[src/rtl/assert_macros.svh]
// ----------------------------------------------------------------------------
// assert_macros.svh
// Shared concurrent assertion macros, clocked on a rising edge and disabled
// while the active-low reset is asserted.
// ----------------------------------------------------------------------------
`ifndef ASSERT_MACROS_SVH
`define ASSERT_MACROS_SVH

// Same-cycle implication: when ante holds, cons must hold at that edge.
`define ASSERT_IMPL(label, clk, rst_n, ante, cons, msg) \
    label: assert property (@(posedge clk) disable iff (!(rst_n)) (ante) |-> (cons)) \
        else $error(msg);

// Next-cycle implication: when ante holds, cons must hold at the next edge.
`define ASSERT_NEXT(label, clk, rst_n, ante, cons, msg) \
    label: assert property (@(posedge clk) disable iff (!(rst_n)) (ante) |=> (cons)) \
        else $error(msg);

`endif

[src/rtl/deic_pkg.sv]
// ----------------------------------------------------------------------------
// deic_pkg
// Types, codes and widths shared by the edge insert / closure block.
// ----------------------------------------------------------------------------
package deic_pkg;

    localparam int VERTICES_DEF = 64;
    localparam int VTX_W        = 6;
    localparam int FUNC_W       = 2;
    localparam int STATUS_W     = 2;
    localparam int EDGE_W       = 8;
    localparam int LIMIT_W      = 2;
    localparam int CFG_IDX_W    = 1;
    localparam int CFG_DATA_W   = 2;

    // operation codes; the unused code behaves as a query
    localparam logic [FUNC_W-1:0] FUNC_INSERT = 2'd0;
    localparam logic [FUNC_W-1:0] FUNC_QUERY  = 2'd1;
    localparam logic [FUNC_W-1:0] FUNC_CLEAR  = 2'd2;

    localparam logic [STATUS_W-1:0] STATUS_DONE  = 2'd0;
    localparam logic [STATUS_W-1:0] STATUS_LIMIT = 2'd1;
    localparam logic [STATUS_W-1:0] STATUS_CYCLE = 2'd2;
    localparam logic [STATUS_W-1:0] STATUS_FULL  = 2'd3;

    localparam logic [CFG_IDX_W-1:0] CFG_REG_INDEGREE_LIMIT = 1'b0;
    localparam logic [CFG_IDX_W-1:0] CFG_REG_CYCLES_ALLOWED = 1'b1;

    localparam logic [LIMIT_W-1:0] LIMIT_RESET  = 2'd2;
    localparam logic               CYCLES_RESET = 1'b0;

    typedef struct packed {
        logic [FUNC_W-1:0] func;
        logic [VTX_W-1:0]  parent_vertex;
        logic [VTX_W-1:0]  child_vertex;
    } t_op;

    typedef struct packed {
        logic [STATUS_W-1:0] status;
        logic                reachable;
        logic [EDGE_W-1:0]   edge_total;
    } t_res;

    typedef struct packed {
        logic [CFG_IDX_W-1:0]  index;
        logic [CFG_DATA_W-1:0] data;
    } t_cfg_wr;

    typedef struct packed {
        logic [LIMIT_W-1:0] indegree_limit;
        logic               cycles_allowed;
    } t_cfg;

    typedef struct packed {
        logic             first_valid;
        logic [VTX_W-1:0] first_parent;
        logic             second_valid;
        logic [VTX_W-1:0] second_parent;
    } t_slot;

endpackage

[src/rtl/deic_ram.sv]
// ----------------------------------------------------------------------------
// deic_ram
// Simple dual-port synchronous RAM, one write and one read port, registered
// read data (old data on a same-address collision).
// ----------------------------------------------------------------------------
module deic_ram #(
    parameter int WIDTH = deic_pkg::VERTICES_DEF,
    parameter int DEPTH = deic_pkg::VERTICES_DEF,
    localparam int AW   = $clog2(DEPTH)
) (
    input  logic             i_clk,
    input  logic             i_re,
    input  logic [AW-1:0]    i_raddr,
    output logic [WIDTH-1:0] o_rdata,
    input  logic             i_we,
    input  logic [AW-1:0]    i_waddr,
    input  logic [WIDTH-1:0] i_wdata
);

    logic [WIDTH-1:0] mem [DEPTH];
    logic [WIDTH-1:0] r_rdata;

    always_ff @(posedge i_clk) begin
        if (i_we) begin
            mem[i_waddr] <= i_wdata;
        end
        if (i_re) begin
            r_rdata <= mem[i_raddr];
        end
    end

    assign o_rdata = r_rdata;

endmodule

[config.mk]
export PLATFORM = sky130hd
export DESIGN_NAME = deic_ram
export DESIGN_NICKNAME = d
export VERILOG_FILES = /design/src/rtl/assert_macros.svh /design/src/rtl/deic_pkg.sv /design/src/rtl/deic_ram.sv
export SDC_FILE = /design/constraint.sdc
export NUM_CORES = 2
export LEC_CHECK = 0
export ABC_AREA = 1
export BUFFER_PORTS_ARGS = -buffer_cell sky130_fd_sc_hd__buf_4
export CAP_MARGIN = 20
export CORE_MARGIN = 3
export CORE_UTILIZATION = 40
export CTS_CLUSTER_DIAMETER = 80
export DETAILED_ROUTE_END_ITERATION = 10
export MAX_ROUTING_LAYER = met4
export PLACE_DENSITY = 0.59
export SYNTH_ARGS = -nofsm -noshare
export SYNTH_HDL_FRONTEND = slang
export SYNTH_SLANG_ARGS = --single-unit
[constraint.sdc]
create_clock -name i_clk -period 8.75 [get_ports i_clk]
set_input_delay 2.1875 -clock i_clk [delete_from_list [all_inputs] [get_ports i_clk]]
set_output_delay 2.1875 -clock i_clk [all_outputs]
set_load 0.02 [all_outputs]
## Word level (Yosys, flattened, before mapping)

Memories as Yosys holds them, arrays and structs flattened. A register that Yosys moved wholly into a read port is not among the register bits.
Index checks and enable logic that the tools add are counted.

| word-level totals | value |
|---|---|
| flip-flop bits (word level) | 0 |
| bits in latches | 0 |
| bits in writable memories | 4096 |
| bits in read-only memories | 0 |
| bits of input ports | 79 |
| output and inout bits | 64 |
| word-level logic and storage cells | 3 |
| memories | 1 |

| cells by class | value |
|---|---|
| add/sub/neg operators | 0 |
| multipliers | 0 |
| divide/modulo/power cells | 0 |
| $lt $le $gt $ge | 0 |
| equality and inequality tests | 0 |
| shift operators | 0 |
| muxes and demuxes | 2 |
| bitwise logic cells | 0 |
| reduce and logical (&&, ||, !) cells | 0 |

Memories:

| memory | words | bits a word | rd ports | clocked after memory_dff | write ports | RTL line | RTL |
|---|---|---|---|---|---|---|---|
| mem | 64 | 64 | 1 | 1 | 1 | deic_ram.sv:20 | `logic [WIDTH-1:0] mem [DEPTH];` |

Operators with widths:

| kind | number |
|---|---|
| $mux 1 | 2 |

## Logic depth before layout (Yosys ltp)

| depth | value |
|---|---|
| depth in word-level cells | 2 |
| depth in mapped cells | 13 |
| mapped depth without buffers | 9 |

## Worst setup path after synthesis

No wires, ideal clock.

| path | value |
|---|---|
| kind | input -> register |
| start | input port i_we |
| end | memory mem[48][0] (netlist bit), enable pin |
| setup time | 0.646 ns |
| arrival time | 8.823 ns |
| required time | 8.104 ns |
| slack | -0.719 ns |
| stages on the path | 3 |
| buffers on the path | 1 |
| cell sequence | clkbuf_1 > nand4_1 > nor4_1 |

| between the ends | value |
|---|---|
| word-level cells in the longest chain between the ends | 2 |

Ends and longest elaborated chain:

| what | RTL line | RTL |
|---|---|---|
| start: declaration | deic_ram.sv:15 | `input logic i_we,` |
| $mux 1 | deic_ram.sv:24 | `if (i_we) begin` |
| $mux 1 (implied by the code) | deic_ram.sv:25 | `mem[i_waddr] <= i_wdata;` |
| end: declaration | deic_ram.sv:20 |  |

No other way between the ends.

## Final worst setup path

| path | value |
|---|---|
| start | input port i_waddr[1] |
| end | memory mem[12][15] (netlist bit), enable pin |

RTL lines:

| what | RTL line | RTL |
|---|---|---|
| start: declaration | deic_ram.sv:16 | `input logic [AW-1:0] i_waddr,` |

Straight into the memory's write port.

==> results.json <==
{
  "status": "finished clean",
  "numCtsBuffers": 414,
  "syn-num-nets": 13500,
  "ir_drop_mv": 0.180,
  "synthXorXnorAreaFrac_pct": 0,
  "endpoint_kind": "register",
  "crit_chain": "buf_4 > inv_1 > nand4_1 > nor2_4 > buf_4",
  "rsz0062_at_grt": "no",
  "worstMarginPinSlew_ns": 1.21,
  "path_max_fanout": 20,
  "required_ns": 9.33,
  "min_period_over_period_pct": 53.4,
  "grt_pass1_vias": 100000,
  "netlist.area_leader.share_pct": 75.3,
  "cts_hold_buf": 0,
  "core_mm2": 0.411,
  "p_clk_share_pct": 41.7,
  "post-route-util_pct": 45.0,
  "routed_via_density": 5.69,
  "async_flop_share_pct": 0,
  "synth.distinct_cells": 15,
  "cp-startpoint": "i_waddr[1]",
  "hold_start": "mem[42][38]",
  "clkTransAtPathRegs_ns": 0.06,
  "synth.avg_cell_area_um2": 12.4,
  "synth_seq_cells": 4160,
  "pin_count": 143,
  "syn_area_mm2": 0.166,
  "yosysMostFrequentCell": "nand2_1",
  "initialDrtViolationCount": 14200,
  "p_per_area_mw_per_mm2": 227,
  "drc": 0,
  "ys_seq_area_share_pct": 75.3,
  "post_cts_resized": 0,
  "layout-drive-gt1-share_pct": 7.37,
  "arrival_ns": 5.26,
  "comb_power_share_pct": 5.7,
  "ant_nets": 0,
  "post-dp-hpwl_mm": 251,
  "grt_overflow_total": 0,
  "hold_path_class": "register to register",
  "cpMostUsedCell": "buf_4",
  "worstSetupStartpointType": "primary input",
  "fp.dieW_um": 650,
  "postSynthCellCount": 13400,
  "synth_ff_type": "edfxtp_1",
  "r2r_start": "mem[55][22]",
  "fin_area_mm2": 0.185,
  "yosysWarnings": 0,
  "grt_max_degree": 191,
  "yosys.area_share.simple_pct": 21.8,
  "tns_ns": 0,
  "initial_utilization_pct": 40.3,
  "max_clock_freq_ghz": 0.214,
  "finalSetupViolations": 0,
  "synth_top_family_by_area": "simple AND/OR/NAND/NOR gates",
  "synth.cells.most_frequent": "nand2_1 (4,416), edfxtp_1 (4,160), nand3_1 (3,847)",
  "dpl_cell_area_mm2": 0.172,
  "clkSinkCount": 4160,
  "clock_path_buffers": 4,
  "cts_max_level": 5,
  "io_buffer_count": 142,
  "dieArea_mm2": 0.423,
  "internal_power_uw": 32600,
  "critPathKind": "primary input to register",
  "vias": 109000,
  "p_leak_uw": 0.0641,
  "crit_slowest_cell": "nor2_4",
  "hold_viol_final": 0,
  "drv_cap": 0,
  "cts_tree": "built",
  "firstDrtPassIters": 8,
  "area_growth_pct": 11.7,
  "synth_compound_area_share_pct": 0,
  "synthAdderAreaFrac_pct": 0,
  "antenna_found_initial": 38,
  "gp_congestion": 0.786,
  "rows": 235,
  "yosys.area.top_type": "edfxtp_1",
  "swShare_pct": 22.6,
  "clk_latency_ns": 1.00,
  "ctsRootBufferMaster": "clkbuf_16",
  "slowest_delay_ns": 1.19,
  "rrSetupSlack_ns": 6.90,
  "muxShareOfSynthArea_pct": 0,
  "relSlewSlack_pct": 19.1,
  "post_drt_wl_per_cell_um": 27.5,
  "wl_mm": 525,
  "nets": 13400,
  "p_sw_uw": 9550,
  "grt_pass1_wl_mm": 747,
  "fin_crit_ns": 4.67,
  "synth-edff-count": 4160,
  "synthTopCellsByArea": "edfxtp_1 (75%), nand3_1 (12%), nand2_1 (10%), buf_2 (1.5%), buf_4 (0.61%)",
  "clock_skew_ns": 0.0648,
  "pwr-share-seq_pct": 52.6,
  "groute.usage.overall_pct": 24.9,
  "post_cts_buffers": 0,
  "die_h_um": 650,
  "slew_violations": 0
}
-- worst max-delay path: cells and delay by family --
kind | cells | cell delay (ns)
buffers and inverters | 3 | 1.00
AND/OR/NAND/NOR | 2 | 1.93
-- routing by layer --
metal | wire length [µm] | global-route usage (%) | up-vias
met2 | 245000 | 38.6 | 5453
li1 | - | - | 47700
met1 | 215000 | 34.0 | 54600
met3 | 47500 | 3.97 | 919
met5 | 0 | - | -
met4 | 18000 | 7.58 | 0
-- through the flow --
step,std cells,hold WS [ns],setup WS [ns],power (µW)
final,19100,0.866,4.08,42200
after global routing,19100,0.930,4.05,43300
after CTS,19100,0.859,4.22,42300
after detailed placement,18300,0.837,3.22,25000
after global placement,18300,0.847,3.24,25000
after floorplan,13400,0.797,-0.719,24000
-- cells by family after synthesis --
family / count (synthesis)
buf+inv: 909
flops: 4160
simple gates: 8336
-- registers in the layout (all words and copies together) (netlist names) --
signal   cells
o_rdata     64
mem       4096
-- layout make-up --
cell class,count,area (µm²)
fill,36500,226000
sequential,4160,125000
multi-input combinational,8336,36600
clock buffer,496,10800
tap,5451,6820
timing repair buffer,365,3560
clock inverter,260,2420
inverter,12,105
antenna,21,52.6
-- cell usage in the layout, fill, tap and decap left out --
| cell type | instances |
|---|---|
| clkinv_2 | 76 |
| buf_8 | 4 |
| buf_12 | 60 |
| edfxtp_1 | 4160 |
| buf_16 | 2 |
| nor2_4 | 56 |
| buf_6 | 1 |
| clkinvlp_4 | 11 |
| clkinv_8 | 9 |
| clkinv_16 | 3 |
| inv_8 | 4 |
| nand3_1 | 3847 |
| buf_4 | 298 |
| diode_2 | 21 |
| nand2_1 | 4416 |
| clkinv_1 | 112 |
| nand4_1 | 9 |
| inv_6 | 6 |
| clkbuf_1 | 75 |
| inv_16 | 7 |
| inv_1 | 6 |
| clkbuf_16 | 421 |
| bufinv_16 | 38 |
| nor4_2 | 8 |
-- power by group through the flow --
| stage | logic (µW) | clock network (µW) | registers, µW |
|---|---|---|---|
| CTS | 2380 | 17800 | 22200 |
| finish | 2390 | 17600 | 22200 |
| floorplan | 1360 | 0 | 22600 |
| detailed placement | 2370 | 0 | 22600 |
| global route | 2600 | 18600 | 22200 |
| global placement | 2360 | 0 | 22600 |
-- final timing paths --
kind / end / cells past startpoint
worst max-delay path: mem[12][15] / 5
worst min-delay path: o_rdata[38] / 8
worst max register to register: o_rdata[22] / 8
worst min register to register: o_rdata[38] / 8
(Power assumes the default switching activity.)
