[src/rtl/assert_macros.svh]
// ----------------------------------------------------------------------------
// assert_macros.svh
// Shared concurrent assertion macros, clocked on a rising edge and disabled
// while the active-low reset is asserted.
// ----------------------------------------------------------------------------
`ifndef ASSERT_MACROS_SVH
`define ASSERT_MACROS_SVH

// Same-cycle implication: when ante holds, cons must hold at that edge.
`define ASSERT_IMPL(label, clk, rst_n, ante, cons, msg) \
    label: assert property (@(posedge clk) disable iff (!(rst_n)) (ante) |-> (cons)) \
        else $error(msg);

// Next-cycle implication: when ante holds, cons must hold at the next edge.
`define ASSERT_NEXT(label, clk, rst_n, ante, cons, msg) \
    label: assert property (@(posedge clk) disable iff (!(rst_n)) (ante) |=> (cons)) \
        else $error(msg);

`endif

[src/rtl/deic_pkg.sv]
// ----------------------------------------------------------------------------
// deic_pkg
// Types, codes and widths shared by the edge insert / closure block.
// ----------------------------------------------------------------------------
package deic_pkg;

    localparam int VERTICES_DEF = 64;
    localparam int VTX_W        = 6;
    localparam int FUNC_W       = 2;
    localparam int STATUS_W     = 2;
    localparam int EDGE_W       = 8;
    localparam int LIMIT_W      = 2;
    localparam int CFG_IDX_W    = 1;
    localparam int CFG_DATA_W   = 2;

    // operation codes; the unused code behaves as a query
    localparam logic [FUNC_W-1:0] FUNC_INSERT = 2'd0;
    localparam logic [FUNC_W-1:0] FUNC_QUERY  = 2'd1;
    localparam logic [FUNC_W-1:0] FUNC_CLEAR  = 2'd2;

    localparam logic [STATUS_W-1:0] STATUS_DONE  = 2'd0;
    localparam logic [STATUS_W-1:0] STATUS_LIMIT = 2'd1;
    localparam logic [STATUS_W-1:0] STATUS_CYCLE = 2'd2;
    localparam logic [STATUS_W-1:0] STATUS_FULL  = 2'd3;

    localparam logic [CFG_IDX_W-1:0] CFG_REG_INDEGREE_LIMIT = 1'b0;
    localparam logic [CFG_IDX_W-1:0] CFG_REG_CYCLES_ALLOWED = 1'b1;

    localparam logic [LIMIT_W-1:0] LIMIT_RESET  = 2'd2;
    localparam logic               CYCLES_RESET = 1'b0;

    typedef struct packed {
        logic [FUNC_W-1:0] func;
        logic [VTX_W-1:0]  parent_vertex;
        logic [VTX_W-1:0]  child_vertex;
    } t_op;

    typedef struct packed {
        logic [STATUS_W-1:0] status;
        logic                reachable;
        logic [EDGE_W-1:0]   edge_total;
    } t_res;

    typedef struct packed {
        logic [CFG_IDX_W-1:0]  index;
        logic [CFG_DATA_W-1:0] data;
    } t_cfg_wr;

    typedef struct packed {
        logic [LIMIT_W-1:0] indegree_limit;
        logic               cycles_allowed;
    } t_cfg;

    typedef struct packed {
        logic             first_valid;
        logic [VTX_W-1:0] first_parent;
        logic             second_valid;
        logic [VTX_W-1:0] second_parent;
    } t_slot;

endpackage

[src/rtl/deic_ctrl.sv]
// ----------------------------------------------------------------------------
// deic_ctrl
// Operation sequencer: checks inserts against the slot and closure memories,
// sweeps the closure rows on an accepted insert and runs the clearing pass.
// ----------------------------------------------------------------------------
`include "assert_macros.svh"

module deic_ctrl #(
    parameter int VERTICES = deic_pkg::VERTICES_DEF,
    localparam int AW      = $clog2(VERTICES)
) (
    input  logic                i_clk,
    input  logic                i_rst_n,
    // operation channel
    input  logic                i_op_valid,
    output logic                o_op_ready,
    input  deic_pkg::t_op       i_op,
    // configuration
    input  deic_pkg::t_cfg      i_cfg,
    // result channel
    output logic                o_res_valid,
    input  logic                i_res_ready,
    output deic_pkg::t_res      o_res,
    // closure row memory
    output logic                o_row_re,
    output logic [AW-1:0]       o_row_raddr,
    input  logic [VERTICES-1:0] i_row_rdata,
    output logic                o_row_we,
    output logic [AW-1:0]       o_row_waddr,
    output logic [VERTICES-1:0] o_row_wdata,
    // parent slot memory
    output logic                o_slot_re,
    output logic [AW-1:0]       o_slot_raddr,
    input  deic_pkg::t_slot     i_slot_rdata,
    output logic                o_slot_we,
    output logic [AW-1:0]       o_slot_waddr,
    output deic_pkg::t_slot     o_slot_wdata
);

    typedef enum logic [5:0] {
        ST_CLEAR = 6'b000001,
        ST_IDLE  = 6'b000010,
        ST_RD_C  = 6'b000100,
        ST_RD_P  = 6'b001000,
        ST_SWEEP = 6'b010000,
        ST_DONE  = 6'b100000
    } t_state;

    localparam logic [AW-1:0]       LAST_IDX = AW'(VERTICES - 1);
    localparam logic [AW-1:0]       IDX_ONE  = AW'(1);
    localparam logic [VERTICES-1:0] ROW_ONE  = VERTICES'(1);
    localparam logic [deic_pkg::EDGE_W-1:0] EDGE_ONE = deic_pkg::EDGE_W'(1);

    t_state                        r_state, n_state;
    logic [AW-1:0]                 r_idx, n_idx;
    logic                          r_op_clear, n_op_clear;
    logic [deic_pkg::EDGE_W-1:0]   r_edge_count, n_edge_count;
    deic_pkg::t_op                 r_op, n_op;
    logic [VERTICES-1:0]           r_src, n_src;
    logic                          r_c_reach_p, n_c_reach_p;
    deic_pkg::t_res                r_res, n_res;

    logic [AW-1:0]                 p_addr;
    logic [AW-1:0]                 c_addr;
    logic                          in_range;
    logic [1:0]                    deg;
    logic [deic_pkg::STATUS_W-1:0] ins_status;
    deic_pkg::t_slot               slot_new;
    logic                          row_hit;

    assign p_addr   = AW'(r_op.parent_vertex);
    assign c_addr   = AW'(r_op.child_vertex);
    assign in_range = (32'(r_op.parent_vertex) < 32'(VERTICES))
                   && (32'(r_op.child_vertex) < 32'(VERTICES));
    assign deg      = {1'b0, i_slot_rdata.first_valid} + {1'b0, i_slot_rdata.second_valid};
    assign row_hit  = (r_idx == p_addr) || i_row_rdata[p_addr];

    // refusal checks in priority order
    always_comb begin
        if (!in_range) begin
            ins_status = deic_pkg::STATUS_FULL;
        end else if ((i_cfg.indegree_limit != '0) && (i_cfg.indegree_limit <= deg)) begin
            ins_status = deic_pkg::STATUS_LIMIT;
        end else if (deg >= 2'd2) begin
            ins_status = deic_pkg::STATUS_FULL;
        end else if (!i_cfg.cycles_allowed
                     && ((r_op.parent_vertex == r_op.child_vertex) || r_c_reach_p)) begin
            ins_status = deic_pkg::STATUS_CYCLE;
        end else begin
            ins_status = deic_pkg::STATUS_DONE;
        end
    end

    // fill the first free slot
    always_comb begin
        slot_new = i_slot_rdata;
        if (!i_slot_rdata.first_valid) begin
            slot_new.first_valid  = 1'b1;
            slot_new.first_parent = r_op.parent_vertex;
        end else begin
            slot_new.second_valid  = 1'b1;
            slot_new.second_parent = r_op.parent_vertex;
        end
    end

    always_comb begin
        n_state      = r_state;
        n_idx        = r_idx;
        n_op_clear   = r_op_clear;
        n_edge_count = r_edge_count;
        n_op         = r_op;
        n_src        = r_src;
        n_c_reach_p  = r_c_reach_p;
        n_res        = r_res;
        o_op_ready   = 1'b0;
        o_res_valid  = 1'b0;
        o_row_re     = 1'b0;
        o_row_raddr  = r_idx;
        o_row_we     = 1'b0;
        o_row_waddr  = r_idx;
        o_row_wdata  = '0;
        o_slot_re    = 1'b0;
        o_slot_raddr = AW'(i_op.child_vertex);
        o_slot_we    = 1'b0;
        o_slot_waddr = r_idx;
        o_slot_wdata = '0;

        case (r_state)
            ST_CLEAR: begin
                // zero one row and one slot entry per cycle
                o_row_we  = 1'b1;
                o_slot_we = 1'b1;
                if (r_idx == LAST_IDX) begin
                    n_idx = '0;
                    if (r_op_clear) begin
                        n_op_clear       = 1'b0;
                        n_res.status     = deic_pkg::STATUS_DONE;
                        n_res.reachable  = 1'b0;
                        n_res.edge_total = '0;
                        n_state          = ST_DONE;
                    end else begin
                        n_state = ST_IDLE;
                    end
                end else begin
                    n_idx = r_idx + IDX_ONE;
                end
            end
            ST_IDLE: begin
                o_op_ready = 1'b1;
                if (i_op_valid) begin
                    n_op = i_op;
                    if (i_op.func == deic_pkg::FUNC_CLEAR) begin
                        n_op_clear   = 1'b1;
                        n_idx        = '0;
                        n_edge_count = '0;
                        n_state      = ST_CLEAR;
                    end else begin
                        o_row_re    = 1'b1;
                        o_row_raddr = AW'(i_op.child_vertex);
                        o_slot_re   = 1'b1;
                        n_state     = ST_RD_C;
                    end
                end
            end
            ST_RD_C: begin
                // hold the child's row as the OR source, then fetch the parent row
                n_src       = i_row_rdata | (ROW_ONE << c_addr);
                n_c_reach_p = i_row_rdata[p_addr];
                o_row_re    = 1'b1;
                o_row_raddr = p_addr;
                n_state     = ST_RD_P;
            end
            ST_RD_P: begin
                n_res.status     = deic_pkg::STATUS_DONE;
                n_res.reachable  = in_range && i_row_rdata[c_addr];
                n_res.edge_total = r_edge_count;
                n_state          = ST_DONE;
                if (r_op.func == deic_pkg::FUNC_INSERT) begin
                    n_res.status = ins_status;
                    if (ins_status == deic_pkg::STATUS_DONE) begin
                        o_slot_we        = 1'b1;
                        o_slot_waddr     = c_addr;
                        o_slot_wdata     = slot_new;
                        n_edge_count     = r_edge_count + EDGE_ONE;
                        n_res.edge_total = r_edge_count + EDGE_ONE;
                        n_res.reachable  = 1'b1;
                        o_row_re         = 1'b1;
                        o_row_raddr      = '0;
                        n_idx            = '0;
                        n_state          = ST_SWEEP;
                    end
                end
            end
            ST_SWEEP: begin
                // write back row r_idx if it is or reaches the parent, while reading the next one
                if (row_hit) begin
                    o_row_we    = 1'b1;
                    o_row_wdata = i_row_rdata | r_src;
                end
                if (r_idx == LAST_IDX) begin
                    n_idx   = '0;
                    n_state = ST_DONE;
                end else begin
                    o_row_re    = 1'b1;
                    o_row_raddr = r_idx + IDX_ONE;
                    n_idx       = r_idx + IDX_ONE;
                end
            end
            ST_DONE: begin
                o_res_valid = 1'b1;
                if (i_res_ready) begin
                    n_state = ST_IDLE;
                end
            end
            default: begin
                n_state = ST_IDLE;
            end
        endcase
    end

    always_ff @(posedge i_clk) begin
        if (!i_rst_n) begin
            r_state      <= ST_CLEAR;
            r_idx        <= '0;
            r_op_clear   <= 1'b0;
            r_edge_count <= '0;
        end else begin
            r_state      <= n_state;
            r_idx        <= n_idx;
            r_op_clear   <= n_op_clear;
            r_edge_count <= n_edge_count;
        end
    end

    always_ff @(posedge i_clk) begin
        r_op        <= n_op;
        r_src       <= n_src;
        r_c_reach_p <= n_c_reach_p;
        r_res       <= n_res;
    end

    assign o_res = r_res;

    `ASSERT_IMPL(a_sweep_wb_addr, i_clk, i_rst_n, (r_state == ST_SWEEP) && o_row_we, o_row_waddr == $past(o_row_raddr), "sweep write-back address differs from the row read")
    `ASSERT_IMPL(a_edge_count_step, i_clk, i_rst_n, r_edge_count != $past(r_edge_count), (r_edge_count == ($past(r_edge_count) + EDGE_ONE)) || (r_edge_count == '0), "edge count moved by other than one or zero")
    `ASSERT_IMPL(a_refused_keeps_count, i_clk, i_rst_n, $rose(o_res_valid) && (o_res.status != deic_pkg::STATUS_DONE), $stable(r_edge_count), "refused insert changed the edge count")
    `ASSERT_NEXT(a_clear_starts_pass, i_clk, i_rst_n, o_op_ready && i_op_valid && (i_op.func == deic_pkg::FUNC_CLEAR), (r_state == ST_CLEAR) && (r_edge_count == '0), "clear did not start the clearing pass")

endmodule
[config.mk]
export PLATFORM = sky130hd
export DESIGN_NAME = deic_ctrl
export DESIGN_NICKNAME = d
export VERILOG_FILES = /design/src/rtl/deic_pkg.sv /design/src/rtl/deic_ctrl.sv
export VERILOG_INCLUDE_DIRS = /design/src /design/src/rtl
export SDC_FILE = /design/constraint.sdc
export NUM_CORES = 1
export LEC_CHECK = 0
export BUFFER_PORTS_ARGS = -buffer_cell sky130_fd_sc_hd__buf_2
export CAP_MARGIN = 15
export CORE_UTILIZATION = 25
export DETAILED_ROUTE_END_ITERATION = 7
export PLACE_DENSITY = 0.54
export SLEW_MARGIN = 15
export SYNTH_ARGS = -nofsm -noshare
export SYNTH_HDL_FRONTEND = slang
export SYNTH_SLANG_ARGS = --single-unit
[constraint.sdc]
create_clock -name i_clk -period 15.1 [get_ports i_clk]
set_input_delay 2.265 -clock i_clk [delete_from_list [all_inputs] [get_ports i_clk]]
set_output_delay 2.265 -clock i_clk [all_outputs]
set_load 0.05 [all_outputs]
# --- Word level (Yosys, flattened, before mapping) ---
# Cells that the tools add are included.
op_classes:
  add_sub_neg: 3
  n_lt_le_gt_ge: 4
  eq_ne: 18
  shifts: 1
  mux: 62
  n_bitwise: 2
  n_reduce_logical: 19
op_table:
  columns: ["operator", "n"]
  rows:
  - ["64-bit 2-to-1 mux", 2]
  - ["64-bit OR", 2]
  - ["6-bit 2-to-1 mux", 19]
  - ["1-bit by 6-bit left shift with 64-bit output (first input constant)", 1]
  - ["14-bit 2-to-1 mux", 3]
  - ["6-bit case mux with 6 select lines", 1]
  - ["11-bit 2-to-1 mux", 3]
  - ["8-bit 2-to-1 mux", 4]
  - ["6-bit case mux with 4 select lines", 1]
  - ["11-bit case mux with 2 select lines", 1]
  - ["6-bit case mux with 3 select lines", 1]
  - ["2-bit inequality test (second input constant)", 8]
  - ["8-bit case mux with 2 select lines", 1]
  - ["6-bit by 7-bit < comparator with 1-bit output (second input constant)", 2]
  - ["1-bit 2-to-1 mux", 14]
  - ["1-bit binary-select mux with 6-bit select", 2]
  - ["6-bit equality test", 2]
  - ["6-bit equality test (second input constant)", 2]
  - ["9-bit 2-to-1 mux", 1]
  - ["8-bit by 1-bit adder with 8-bit output (second input constant)", 1]
  - ["4-bit AND reduction", 2]
  - ["2-bit nonzero test", 4]
  - ["7-bit 2-to-1 mux", 1]
  - ["6-bit by 1-bit adder with 6-bit output (second input constant)", 1]
  - ["22 further kinds", 30]
word_totals:
  reg_bits: 111
  in_bits: 99
  output_inout_bits: 119
  wordCells: 121

# --- Longest topological paths before layout ---
# Gate-level depths: netlist of run 1.
logic_depth:
  depth_word: 10
  ltp_mapped: 14
  mapped_depth_nobuf: 10

# --- Worst setup path before layout of run 1 ---
# No wires, ideal clock.
synth_timing:
  kind: "reg-to-output"
  startpoint: "reg r_state[4]"
  endpoint: "out o_row_raddr[1]"
  arrival_time_ps: 7213
  t_required_ps: 12835
  path_slack_ps: 5622
  path_stages_with_launch: 7
  path_buffers: 1
  path_cell_list: "dfxtp_1 > clkbuf_1 > nor2_1 > nand2_1 > nor3b_1 > a222oi_1 > o21ai_1"
synth_between:
  elab_chain_cells: 2
synth_rtl:
  columns: ["element", "line", "text"]
  rows:
  - ["start: declaration", "deic_ctrl.sv:54", "t_state r_state, n_state;"]
  - ["start signal: assignment", "deic_ctrl.sv:228", "r_state <= n_state;"]
  - ["6-bit by 5-bit equality test with 1-bit output (tied with other cells)", "deic_ctrl.sv:128", "case (r_state)"]
  - ["6-bit case mux with 4 select lines *", "deic_ctrl.sv:128", null]
  - ["end: declaration", "deic_ctrl.sv:26", "output logic [AW-1:0] o_row_raddr,"]
# Mark *: on every way between the ends. The rest lies on a longest branch, timed or not.

# --- Worst setup path after layout of run 1 ---
layout_timing:
  startpoint: "in i_slot_rdata[13] (netlist name)"
  endpoint: "out o_row_raddr[4]"
layout_between:
  elab_chain_cells: 8
layout_rtl:
  columns: ["element", "line", "text"]
  rows:
  - ["start: declaration", "deic_ctrl.sv:34", "input deic_pkg::t_slot i_slot_rdata,"]
  - ["1-bit by 1-bit adder with 2-bit output *", "deic_ctrl.sv:75", "assign deg = {1'b0, i_slot_rdata.first_valid} + {1'b0, i_slot_rdata.second_valid};"]
  - ["2-bit greater-or-equal comparator or 2-bit <= comparator (tied branches)", "deic_ctrl.sv:84, deic_ctrl.sv:82", null]
  - ["2-bit 2-to-1 mux or 1-bit logical AND (tied branches)", "deic_ctrl.sv:84, deic_ctrl.sv:82", null]
  - ["2-bit 2-to-1 mux *", "deic_ctrl.sv:82", "end else if ((i_cfg.indegree_limit != '0) && (i_cfg.indegree_limit <= deg)) begin"]
  - ["2-bit logical NOT *", "deic_ctrl.sv:180", "if (ins_status == deic_pkg::STATUS_DONE) begin"]
  - ["6-bit 2-to-1 mux *", "deic_ctrl.sv:180", null]
  - ["6-bit 2-to-1 mux *", "deic_ctrl.sv:178", "if (r_op.func == deic_pkg::FUNC_INSERT) begin"]
  - ["6-bit case mux with 4 select lines *", "deic_ctrl.sv:128", null]
# Marks and branches as above.

==> metrics.md, run 1 <==
| Metric | Value |
|---|---|
| Vias in the first global route | `roughly 6000` |
| Largest net degree at the start of global routing | `71` |
| Clock H-tree levels | `3` |
| Internal power | `around 0.49 mW` |
| Slew margin rel. | `roughly a quarter` |
| Sw Share | `between 20% and 30%` |
| Critical path type | `in2out` |
| ANT cells | `0` |
| Top FF cell, synth | `edfxtp_1` |
| Cell Area, Synth | `between 0.007 and 0.008 sq mm` |
| Adder-Cell Fraction of Synth Area | `1.37%` |
| Input/output buffers | `between 200 and 250` |
| Sequential Power Share | `slightly below 50%` |
| Slew of the pin with the lowest slew margin | `roughly 1100 ps` |
| Total length of routed wires | `25.3 mm` |
| Routability Congestion | `~0.85` |
| Largest family of logic cells by synthesized area | `compound AO/OA/AOI/OAI gates` |
| Post-cts resize count | `0` |
| Vias | `~6200` |
| Ports | `approximately 220` |
| TritonCTS clock tree | `built` |
| DIE HEIGHT | `~170 um` |
| Vias/cell | `just under 5` |
| Postcts setup bufs | `0` |
| Setup TNS | `0 ps` |
| Combinational fraction of design power | `~16%` |
| Final setup viols | `0` |
| Crit path required time | `approximately 13000 ps` |
| Power, Total | `0.683 mW` |
| Routed len/inst | `between 20 and 25 um` |
| CTS Hold Bufs | `0` |
| Dpl hpwl | `between 15 and 20 mm` |
| Fin. Hold Viols | `0` |
| Placed Instance Area | `approximately 0.0086 sq mm` |
| Design area | `0.00888 sq mm` |
| Net switching component of the power | `just under 0.2 mW` |
| Synth Area in Simple Gates | `between 10% and 20%` |
| Gr ovfl total | `0` |
| Post-layout worst setup margin | `approximately 7400 ps` |
| Crit path DAT | `about 5500 ps` |
| Number of synthesized flops with an enable pin | `90` |
| Clock network fraction of total power | `34.2%` |
| Seq cells post-synth | `around 110` |
| Clk_skew | `15.6 ps` |
| Net Count, Synth | `796` |
| Synthesized area per cell | `between 10 and 15 sq um` |
| Starting density of the core | `approximately 25%` |
| Sequential element share of the synthesized area | `between 40% and 50%` |
| Initial antenna violation count | `0` |
| Die ar. | `between 0.02 and 0.03 sq mm` |
| Routed Antenna Nets | `0` |
| Max_cap viols | `0` |
| Fin crit period | `7710 ps` |
| Die Span X | `about 170 um` |
| Outcome | `completed` |
| Drt pass-1 iters | `6` |
| VDD IR max | `around 0.064 mV` |
| Layout cells sized above 1 | `32.1%` |
| Mapped Cells | `between 600 and 700` |
| Asr flop ratio synth | `0%` |
| RSZ-0062 raised after global routing | `no` |
| Leak Pwr | `between 3 and 4 nW` |
| First-pass GRT wire length | `37.9 mm` |
| Final worst path period share | `about half` |
| Gr usage total | `about 17%` |
| XOR/XNOR Fraction of Synth Area | `2.40%` |
| Max Fclk | `between 100 and 150 MHz` |
| Clock latency on the worst-skew pair | `360 ps` |
| Crit path capture type | `output pin` |
| Fin nets | `roughly 1000` |
| Clock buffer depth | `2` |
| Setup crit start kind | `input pin` |
| Final Util | `between 30% and 40%` |
| Area grow syn2layout | `21.7%` |
| Distinct cells, synth | `between 60 and 70` |
| Clock Sinks | `around 110` |
| Total CTS buffers | `9` |
| DR DRC count | `0` |
| Core Area | `between 0.02 and 0.03 sq mm` |
| Root Driver | `clkbuf_16` |
| Cell area power density | `76.9 mW/mm^2` |
| Rows | `between 60 and 70` |
| Post-synthesis mux area share | `approximately an eighth` |
| CP Max Fanout | `15` |
| Pre-CTS setup slack | `roughly 7400 ps` |
| Complex-gate fraction of the synthesized area | `21.7%` |
| Max Slew Vio Count | `0` |
| Synth Warn # | `0` |
| Min-Delay Path Class | `reg2reg` |
| Reg clk slew, reported paths | `around 70 ps` |
| Detailed Route Iter0 Violations | `494` |
## flip-flops by register name (all words and copies together), names as in the netlist
| signal | flops |
|---|---|
| c_addr | 6 |
| o_res | 11 |
| o_row_waddr | 6 |
| p_addr | 6 |
| r_c_reach_p | 1 |
| r_edge_count | 8 |
| r_op | 2 |
| r_op_clear | 1 |
| r_src | 64 |
| r_state | 6 |
## synthesized netlist by cell type, types with 2 or more instances
library cell	instances	area, sq um
a211o_1	2	17.5
a21boi_0	9	67.6
a21o_1	44	330
a21oi_1	14	70.1
a221oi_1	2	17.5
a22oi_1	7	52.6
a31oi_1	5	31.3
and2_1	7	43.8
and3_1	10	62.6
buf_1	3	11.3
buf_2	11	55.1
buf_4	8	60.1
buf_6	9	101
clkbuf_1	27	101
dfxtp_1	21	420
edfxtp_1	90	2700
ha_1	8	100
inv_1	11	41.3
mux2i_1	37	370
mux4_2	26	586
nand2_1	42	158
nand2b_1	11	68.8
nand3_1	19	95.1
nand4b_1	2	17.5
nor2_1	51	191
nor2b_1	12	75.1
nor3_1	14	70.1
nor3b_1	3	22.5
nor4_1	3	18.8
o211ai_1	3	22.5
o21a_1	67	503
o21ai_0	22	110
o21ai_1	2	10.0
o21bai_1	20	150
o22ai_1	3	18.8
or2_2	6	37.5
or3_1	10	62.6
xnor2_1	11	96.3
xor2_1	9	78.8
## cells by family after synthesis
logic type      after synthesis
compound gates              219
mux                          63
buf+inv                      71
simple gates                197
flops                       111
xor+xnor                     20
fa+ha+maj                     8
## metal layers
metal / track usage, % / vias up / share of wire, %
met5: 0 / - / 0
met4: 3.65 / 0 / 1.1
met3: 3.32 / 16 / 5.7
met2: 27.0 / 230 / 47
met1: 23.0 / 3058 / 47
li1: - / 2933 / -
## stage by stage
step                std cells  hold slack [ps]
floorplan                 689              469
global placement         1239              491
detailed placement       1239              509
CTS                      1255              525
global route             1255              545
finish                   1255              526
## power groups by stage
stage | Combinational, mW | Clock [mW] | Sequential (mW)
2_1_floorplan | 0.0653 | 0 | 0.349
3_3_place_gp | 0.110 | 0 | 0.345
3_5_place_dp | 0.111 | 0 | 0.345
4_1_cts | 0.112 | 0.241 | 0.338
5_1_grt | 0.120 | 0.252 | 0.339
6_report | 0.112 | 0.233 | 0.338
## worst max-delay path: stages
cell and delay (ps):
buf_2 330, inv_1 90, ha_1 280, ha_1 270, nand2_1 60, o21ai_0 120
a2111oi_2 460, o21ai_2 280, a2111o_1 610, o32ai_1 350, nand2_1 90, buf_2 220
## path summary, 6_finish.rpt
path / from / to / slack [ps] / cells past startpoint
hold reg to reg: r_edge_count[7] / r_edge_count[7] / 530 / 2
hold / removal: r_edge_count[7] / r_edge_count[7] / 530 / 2
setup / recovery: i_slot_rdata[13] / o_row_raddr[4] / 7390 / 12
setup reg to reg: p_addr[1] / r_edge_count[7] / 12010 / 8
## cells in the final DEF, fill, tap and decap left out, types with 3 or more instances in the layout
cell type  instances
o211ai_1           3
nor2b_1           12
a31oi_1            5
clkbuf_16          9
mux4_2            26
xnor2_1           11
inv_1             11
a21oi_1           14
nand2_1           42
mux2i_1           37
nand3_1           19
edfxtp_1          90
nor4_1             3
dfxtp_1           21
or3_1             10
o21bai_1          20
buf_4              8
o22ai_1            3
and2_1             7
a22oi_1            7
nor2_1            51
nor3_1            14
o21a_1            67
a21o_1            44
xor2_1             9
ha_1               8
and3_1            10
buf_2            217
o21ai_0           22
nand2b_1          11
or2_2              6
a21boi_0           9
## layout make-up
| class | instances | area [sq um] |
|---|---|---|
| fillers | 3056 | 19800 |
| multi-input cells | 507 | 3810 |
| repair buffers | 225 | 1150 |
| clock buffers | 9 | 225 |
| inverters | 12 | 45.0 |
| well taps | 384 | 480 |
| flip-flops and latches | 111 | 3120 |
| clock inverters | 7 | 53.8 |
Note: power is estimated with default switching activity, not from simulation.
==> run 2, diff against run 1 <==
ABC_AREA = 1   (was not set)
PLACE_DENSITY = 0.55   (was 0.54)
clock period = 6.8 ns   (was 15.1 ns; I/O delays follow)
==> run 2 against run 1 <==
Sequential power is 130% higher. Sequential cell count unchanged. Synthesized cell count is 48% higher. Register-to-register slack worse by 8600 ps. Power is 140% higher. Clock skew is 3.0 ps lower. Synthesized area is 6.8% higher. Cell area up 4.5%. Non-clock buffer count stayed put. Wire length rose by 11%. Via count up 24%. Count of clock-buffer cells in the layout grew 2. Largest power group unchanged.
==> metrics.md, run 2 <==
| Metric | Value |
|---|---|
| CTS Hold Bufs | `0` |
| CP Max Fanout | `29` |
| Slew of the pin with the lowest slew margin | `roughly 980 ps` |
| Vias | `between 7000 and 8000` |
| Hold depth | `2` |
| Final worst path period share | `71.1%` |
| Distinct cells, synth | `~40` |
| Metal3 WL | `roughly 1.9 mm` |
| Largest register FFs | `64` |
| Ports | `around 220` |
| Root Driver | `clkbuf_16` |
| Seq cells post-synth | `roughly 110` |
| Cell Area, Synth | `a little under 0.008 sq mm` |
| TritonCTS clock tree | `built` |
| FF-to-FF End | `o_res[4]` |
| Largest net degree at the start of global routing | `67` |
| Synth Warn # | `0` |
| Synth top cells by count | `nand2_1 (178), nor2_1 (178), nand3_1 (127)` |
| R2r startpoint | `c_addr[3]` |
| Setup TNS | `0 ps` |
| Max Fclk | `between 200 and 250 MHz` |
| Buf/Inv on CP | `3` |
| CP peak stage delay | `about 480 ps` |
| Routability Congestion | `just under 0.9` |
| Core Area | `roughly 0.031 sq mm` |
| Layout cells sized above 1 | `around a quarter` |
| Critical-path cell list | `buf_2, inv_1, ha_1, ha_1, nand2_1, o21ai_0, o21ai_0, nand2_1, nor2_1, nand3_2, a211oi_1, buf_2` |
| Clock network fraction of total power | `between 30% and 40%` |
| Fin crit period | `4830 ps` |
| Clock latency on the worst-skew pair | `about 370 ps` |
| Final setup viols | `0` |
| Combinational fraction of design power | `19.1%` |
| Max_cap viols | `0` |
| Gr ovfl total | `0` |
| Vias/cell | `between 4 and 5` |
| Postcts setup bufs | `0` |
| Detailed Route Iter0 Violations | `approximately 760` |
| Reg clk slew, reported paths | `around 80 ps` |
| Outcome | `completed` |
| Clock H-tree levels | `3` |
| Rows | `between 60 and 70` |
| Asr flop ratio synth | `0%` |
| Top Layer Used | `met5` |
| Min-Delay Path Class | `reg2reg` |
| Dpl hpwl | `roughly 21 mm` |
| Total length of routed wires | `~28 mm` |
| Most common cell after layout, fill and taps aside | `buf_2` |
| Net Count, Synth | `about 1100` |
| Clock Sinks | `between 100 and 150` |
| Total CTS buffers | `9` |
| DR DRC count | `0` |
| Fin nets | `1300` |
| DIE HEIGHT | `179 um` |
| R2R depth | `10` |
| Clk_skew | `between 10 and 15 ps` |
| Met2 wire length | `13.2 mm` |
| Fin. Hold Viols | `0` |
| Gr usage total | `around 18%` |
| Number of synthesized flops with an enable pin | `90` |
| Synthesized area per cell | `roughly 7.7 sq um` |
| Area grow syn2layout | `19.2%` |
| Met1 Wirelength | `between 10 and 15 mm` |
| Internal power | `between 1 and 1.5 mW` |
| Leak Pwr | `between 4 and 5 nW` |
| Sw Share | `between 30% and 40%` |
| Max Slew Vio Count | `0` |
| Crit path DAT | `~3800 ps` |
| RSZ-0062 raised after global routing | `no` |
| Drt pass-1 iters | `5` |
| Top FF cell, synth | `edfxtp_1` |
| Commonest cells after routing, fill and taps aside | `buf_2 (217), nand2_1 (178), nor2_1 (177), nand3_1 (127), inv_1 (99)` |
| Routed len/inst | `17.6 um` |
| VDD IR max | `between 0.1 and 0.15 mV` |
| Die Span X | `~180 um` |
| Net switching component of the power | `approximately 0.52 mW` |
| Clock buffer depth | `2` |
| Sequential element share of the synthesized area | `around two fifths` |
| Critical path type | `in2out` |
| Top cell type's share of synthesized area | `between 30% and 40%` |
| R2R Setup Slk | `between 3000 and 4000 ps` |
| Starting density of the core | `about 25%` |
| First-pass GRT wire length | `about 41 mm` |
| Vias in the first global route | `between 6000 and 7000` |
| Filler cells | `3347` |
| Die ar. | `between 0.03 and 0.04 sq mm` |
| Post-cts resize count | `0` |
| Input/output buffers | `~220` |
| Setup crit start kind | `input pin` |
| Cell area power density | `around 180 mW/mm^2` |
| Hold EP | `r_edge_count[6]` |
| Area leader, netlist | `edfxtp_1` |
| Crit path capture type | `output pin` |
| Power, Total | `~1.6 mW` |
| Slew margin rel. | `between 30% and 40%` |
| Routed Antenna Nets | `0` |
| Crit path required time | `between 5000 and 6000 ps` |
| Cell family with most CP delay | `simple AND/OR/NAND/NOR gates` |
| Critical path's slowest cell | `nand3_2` |
| Area contributors post-synth | `edfxtp_1 (35%), nand2_1 (8.6%), nor2_1 (8.6%)` |
| Sequential Power Share | `a little under half` |
| Mapped Cells | `1018` |
| Most flops, register | `r_src` |
| Initial antenna violation count | `1` |
| Hold wc startpoint | `r_edge_count[6]` |
| ANT cells | `0` |
-- run 2: cell types whose count changed in the layout (fill, tap and decap cells not counted), sizes merged, moves of 12 or more --
cell   delta
nor2    +168
nand2   +139
nand3   +112
inv      +94
o21a     -67
o21ai    +46
a21o     -44
mux2i    -37
mux4     -26
a21oi    +22
nand4    +19
nor2b    -12
-- run 2: logic make-up (layout without fill, tap and decap cells) --
kind of cell	after synthesis	in the layout	share of synthesized area, %
xor+xnor	13	13	1.46
fa+ha+maj	8	8	1.28
compound gates	153	153	11.3
flops	111	111	40.1
buf+inv	168	348	11.1
simple gates	565	565	34.8
-- run 2: final cells by class --
type	count	area (sq um)	share of cell area, %
multi-input cells	739	3810	41.0
inverters	107	412	4.43
clock buffers	11	254	2.74
clock inverters	5	46.3	0.499
flip-flops and latches	111	3120	33.6
repair buffers	225	1150	12.3
well taps	396	495	5.34
-- run 2: power by group through the flow --
stage / clock [mW] / combinational [mW] / sequential (mW)
after floorplan: 0 / 0.199 / 0.775
after global placement: 0 / 0.308 / 0.777
after detailed placement: 0 / 0.308 / 0.777
after CTS: 0.572 / 0.309 / 0.761
after global routing: 0.599 / 0.338 / 0.764
final: 0.555 / 0.310 / 0.761
-- run 2: worst max-delay path by stage --
stage | cells past startpoint | slack [ps] | to | startpoint
3_5_place_dp | 12 | 2000 | o_slot_wdata[13] | i_slot_rdata[13]
2_1_floorplan | 13 | 1870 | o_slot_wdata[10] | i_slot_rdata[13]
3_3_place_gp | 12 | 2060 | o_slot_wdata[13] | i_slot_rdata[13]
5_1_grt | 12 | 1670 | o_slot_wdata[12] | i_slot_rdata[13]
6_report | 12 | 1970 | o_slot_wdata[10] | i_slot_rdata[13]
4_1_cts | 12 | 1990 | o_slot_wdata[13] | i_slot_rdata[13]
-- run 2: worst min-delay path: cells and delay by family, from the launching register on --
| kind | cells | cell delay (ps) |
|---|---|---|
| AOI/OAI and AO/OA | 1 | 50 |
| and+or+nand+nor | 1 | 60 |
| DFF | 1 | 320 |
-- run 2: routing by layer --
metal	GRT usage, %	vias up
met5	0	-
li1	-	3724
met4	4.91	2
met2	28.2	334
met3	2.51	36
met1	24.2	3617
-- run 2: stage by stage --
stage	worst slack, ps	hold WS (ps)	instances	instance area [sq um]	utilization, %
floorplan	1870	440	1018	7790	-
global placement	2060	448	1578	8980	29.4
detailed placement	2000	458	1578	8980	29.4
CTS	1990	469	1594	9280	30.4
global route	1670	482	1594	9290	30.4
finish	1970	468	1594	9290	30.4
==> run 3, diff against run 2 <==
clock period = 3.9 ns   (was 6.8 ns; I/O delays follow)
==> run 3 against run 2 <==
Hold slack lost 74 ps. Clock skew grew 4.6 ps. Register-to-register slack got worse by 2300 ps. Die area unchanged. Non-clock buffer count up 13. Wire length up 0.23%. Count of clock-buffer cells in the layout fell by 1. Sequential power rose by 73%. Via count is essentially flat. Cell area up 1.4%. Critical path type is now reg2out. Critical endpoint is now o_row_wdata[6]. Largest power group unchanged.
==> metrics.md, run 3 (synthesis results as in run 2) <==
| Metric | Value |
|---|---|
| Outcome | `completed` |
| Most flops, register | `r_src` |
| Cells after DPL | `~1600` |
| Critical path type | `reg2out` |
| RSZ-0062 raised after global routing | `no` |
| Root Driver | `clkbuf_16` |
| Total CTS buffers | `9` |
| Crit path DAT | `2990 ps` |
| Setup TNS | `0 ps` |
| Detailed Route Iter0 Violations | `about 730` |
| Final worst path period share | `between 90% and 100%` |
| Clk_skew | `~17 ps` |
| Critical path's slowest cell | `edfxtp_1` |
| Postcts setup bufs | `0` |
| Register area | `roughly 0.0031 sq mm` |
| Gr usage total | `around 18%` |
| VDD IR max | `0.229 mV` |
| Vias/cell | `between 4 and 5` |
| Fin cells | `1607` |
| ANT cells | `0` |
| Cell family with most CP delay | `simple AND/OR/NAND/NOR gates` |
| Crit path capture type | `output pin` |
| CTS Hold Bufs | `0` |
| Clock Sinks | `roughly 110` |
| Rows | `64` |
| Input/output buffers | `~220` |
| Largest register FFs | `64` |
| Fin nets | `approximately 1300` |
| Dpl hpwl | `around 21 mm` |
| Buf/Inv on CP | `3` |
| Slew of the pin with the lowest slew margin | `~900 ps` |
| Commonest cells after routing, fill and taps aside | `buf_2 (217), nand2_1 (178), nor2_1 (177), nand3_1 (127), inv_1 (99)` |
| CP peak stage delay | `between 600 and 700 ps` |
| Critical-path cell list | `buf_12, nand2_1, nand3_1, nand3_1, nand2_1, nand2_1, nand3_1, nand3_2, nand3_2, nand2_4, buf_12, nor2_1, buf_2` |
| Clock H-tree levels | `3` |
| First-pass GRT wire length | `around 42 mm` |
| Area of the multi-input gates | `approximately 0.0038 sq mm` |
| Leak Pwr | `between 4 and 5 nW` |
| Filler cells | `3383` |
| Post-cts resize count | `0` |
| Cell area power density | `between 200 and 300 mW/mm^2` |
| Die Span X | `between 150 and 200 um` |
| Gr ovfl total | `0` |
| Vias | `between 7000 and 8000` |
| Final setup viols | `0` |
| DIE HEIGHT | `179 um` |
| Routed len/inst | `about 18 um` |
| Slew margin rel. | `between 40% and 50%` |
| CP Max Fanout | `34` |
| Fin crit period | `around 3600 ps` |
| Vias in the first global route | `7071` |
| Final Util | `between 30 and 40%` |
| Max Fclk | `280 MHz` |
| Routed Antenna Nets | `0` |
| Clock buffer depth | `2` |
| Reg clk slew, reported paths | `around 90 ps` |
| Min-Delay Path Class | `in2reg` |
| Die ar. | `between 0.03 and 0.04 sq mm` |
| Area grow syn2layout | `20.9%` |
| Drt pass-1 iters | `6` |
| Layout cells sized above 1 | `roughly a quarter` |
| Largest net degree at the start of global routing | `between 60 and 70` |
| Max Slew Vio Count | `0` |
| DR DRC count | `0` |
| Max_cap viols | `0` |
| Initial antenna violation count | `2` |
| Core Area | `~0.031 sq mm` |
| Setup crit start kind | `register` |
| Total length of routed wires | `roughly 28 mm` |
| Fin. Hold Viols | `0` |
| TritonCTS clock tree | `built` |
| Most common cell after layout, fill and taps aside | `buf_2` |
| Clock latency on the worst-skew pair | `between 300 and 400 ps` |
| Starting density of the core | `about a quarter` |
| Routability Congestion | `0.899` |
| Ports | `218` |
| Crit path required time | `approximately 3300 ps` |
[run 3: cell types whose count changed in the layout (fill, tap and decap cells not counted), sizes merged]
cell	previous run	this run
inv	109	107
buf	225	238
clkbuf	11	10
clkinv	3	6
[run 3: metrics by stage]
stage	cell area, sq um	hold slack [ps]	setup WS [ps]	total power [mW]
2_1_floorplan	7800	440	-158	1.70
3_3_place_gp	9130	453	505	1.89
3_5_place_dp	9130	462	410	1.90
4_1_cts	9410	384	277	2.82
5_1_grt	9420	390	101	2.92
6_report	9420	393	323	2.80
[run 3: path summary, 6_finish.rpt]
check,start,end,slack [ps],cells past startpoint
setup reg to reg,p_addr[2],o_res[6],1190,11
hold / removal,i_op[11],p_addr[5],390,1
hold reg to reg,r_edge_count[6],r_edge_count[6],470,2
setup / recovery,p_addr[0],o_row_wdata[6],320,13
[run 3: layout make-up]
cell class / count / area share, %
Clock inverter: 6 / 0.598
Sequential cell: 111 / 33.2
Timing Repair Buffer: 238 / 13.6
Inverter: 107 / 4.37
Tap cell: 396 / 5.26
Multi-Input combinational cell: 739 / 40.6
Clock buffer: 10 / 2.43
[run 3: where the power goes]
part           switching, mW  internal, mW
clock                  0.479         0.447
sequential            0.0304          1.29
combinational          0.389         0.159
[run 3: layer usage]
metal | part of all wire, % | up-vias | GRT usage, % | wire length (um)
li1 | - | 3753 | - | -
met1 | 45 | 3566 | 24.5 | 12800
met2 | 45 | 364 | 28.0 | 12700
met3 | 7.6 | 31 | 3.13 | 2130
met4 | 1.7 | 4 | 4.38 | 493
met5 | 0.089 | - | 0 | 25
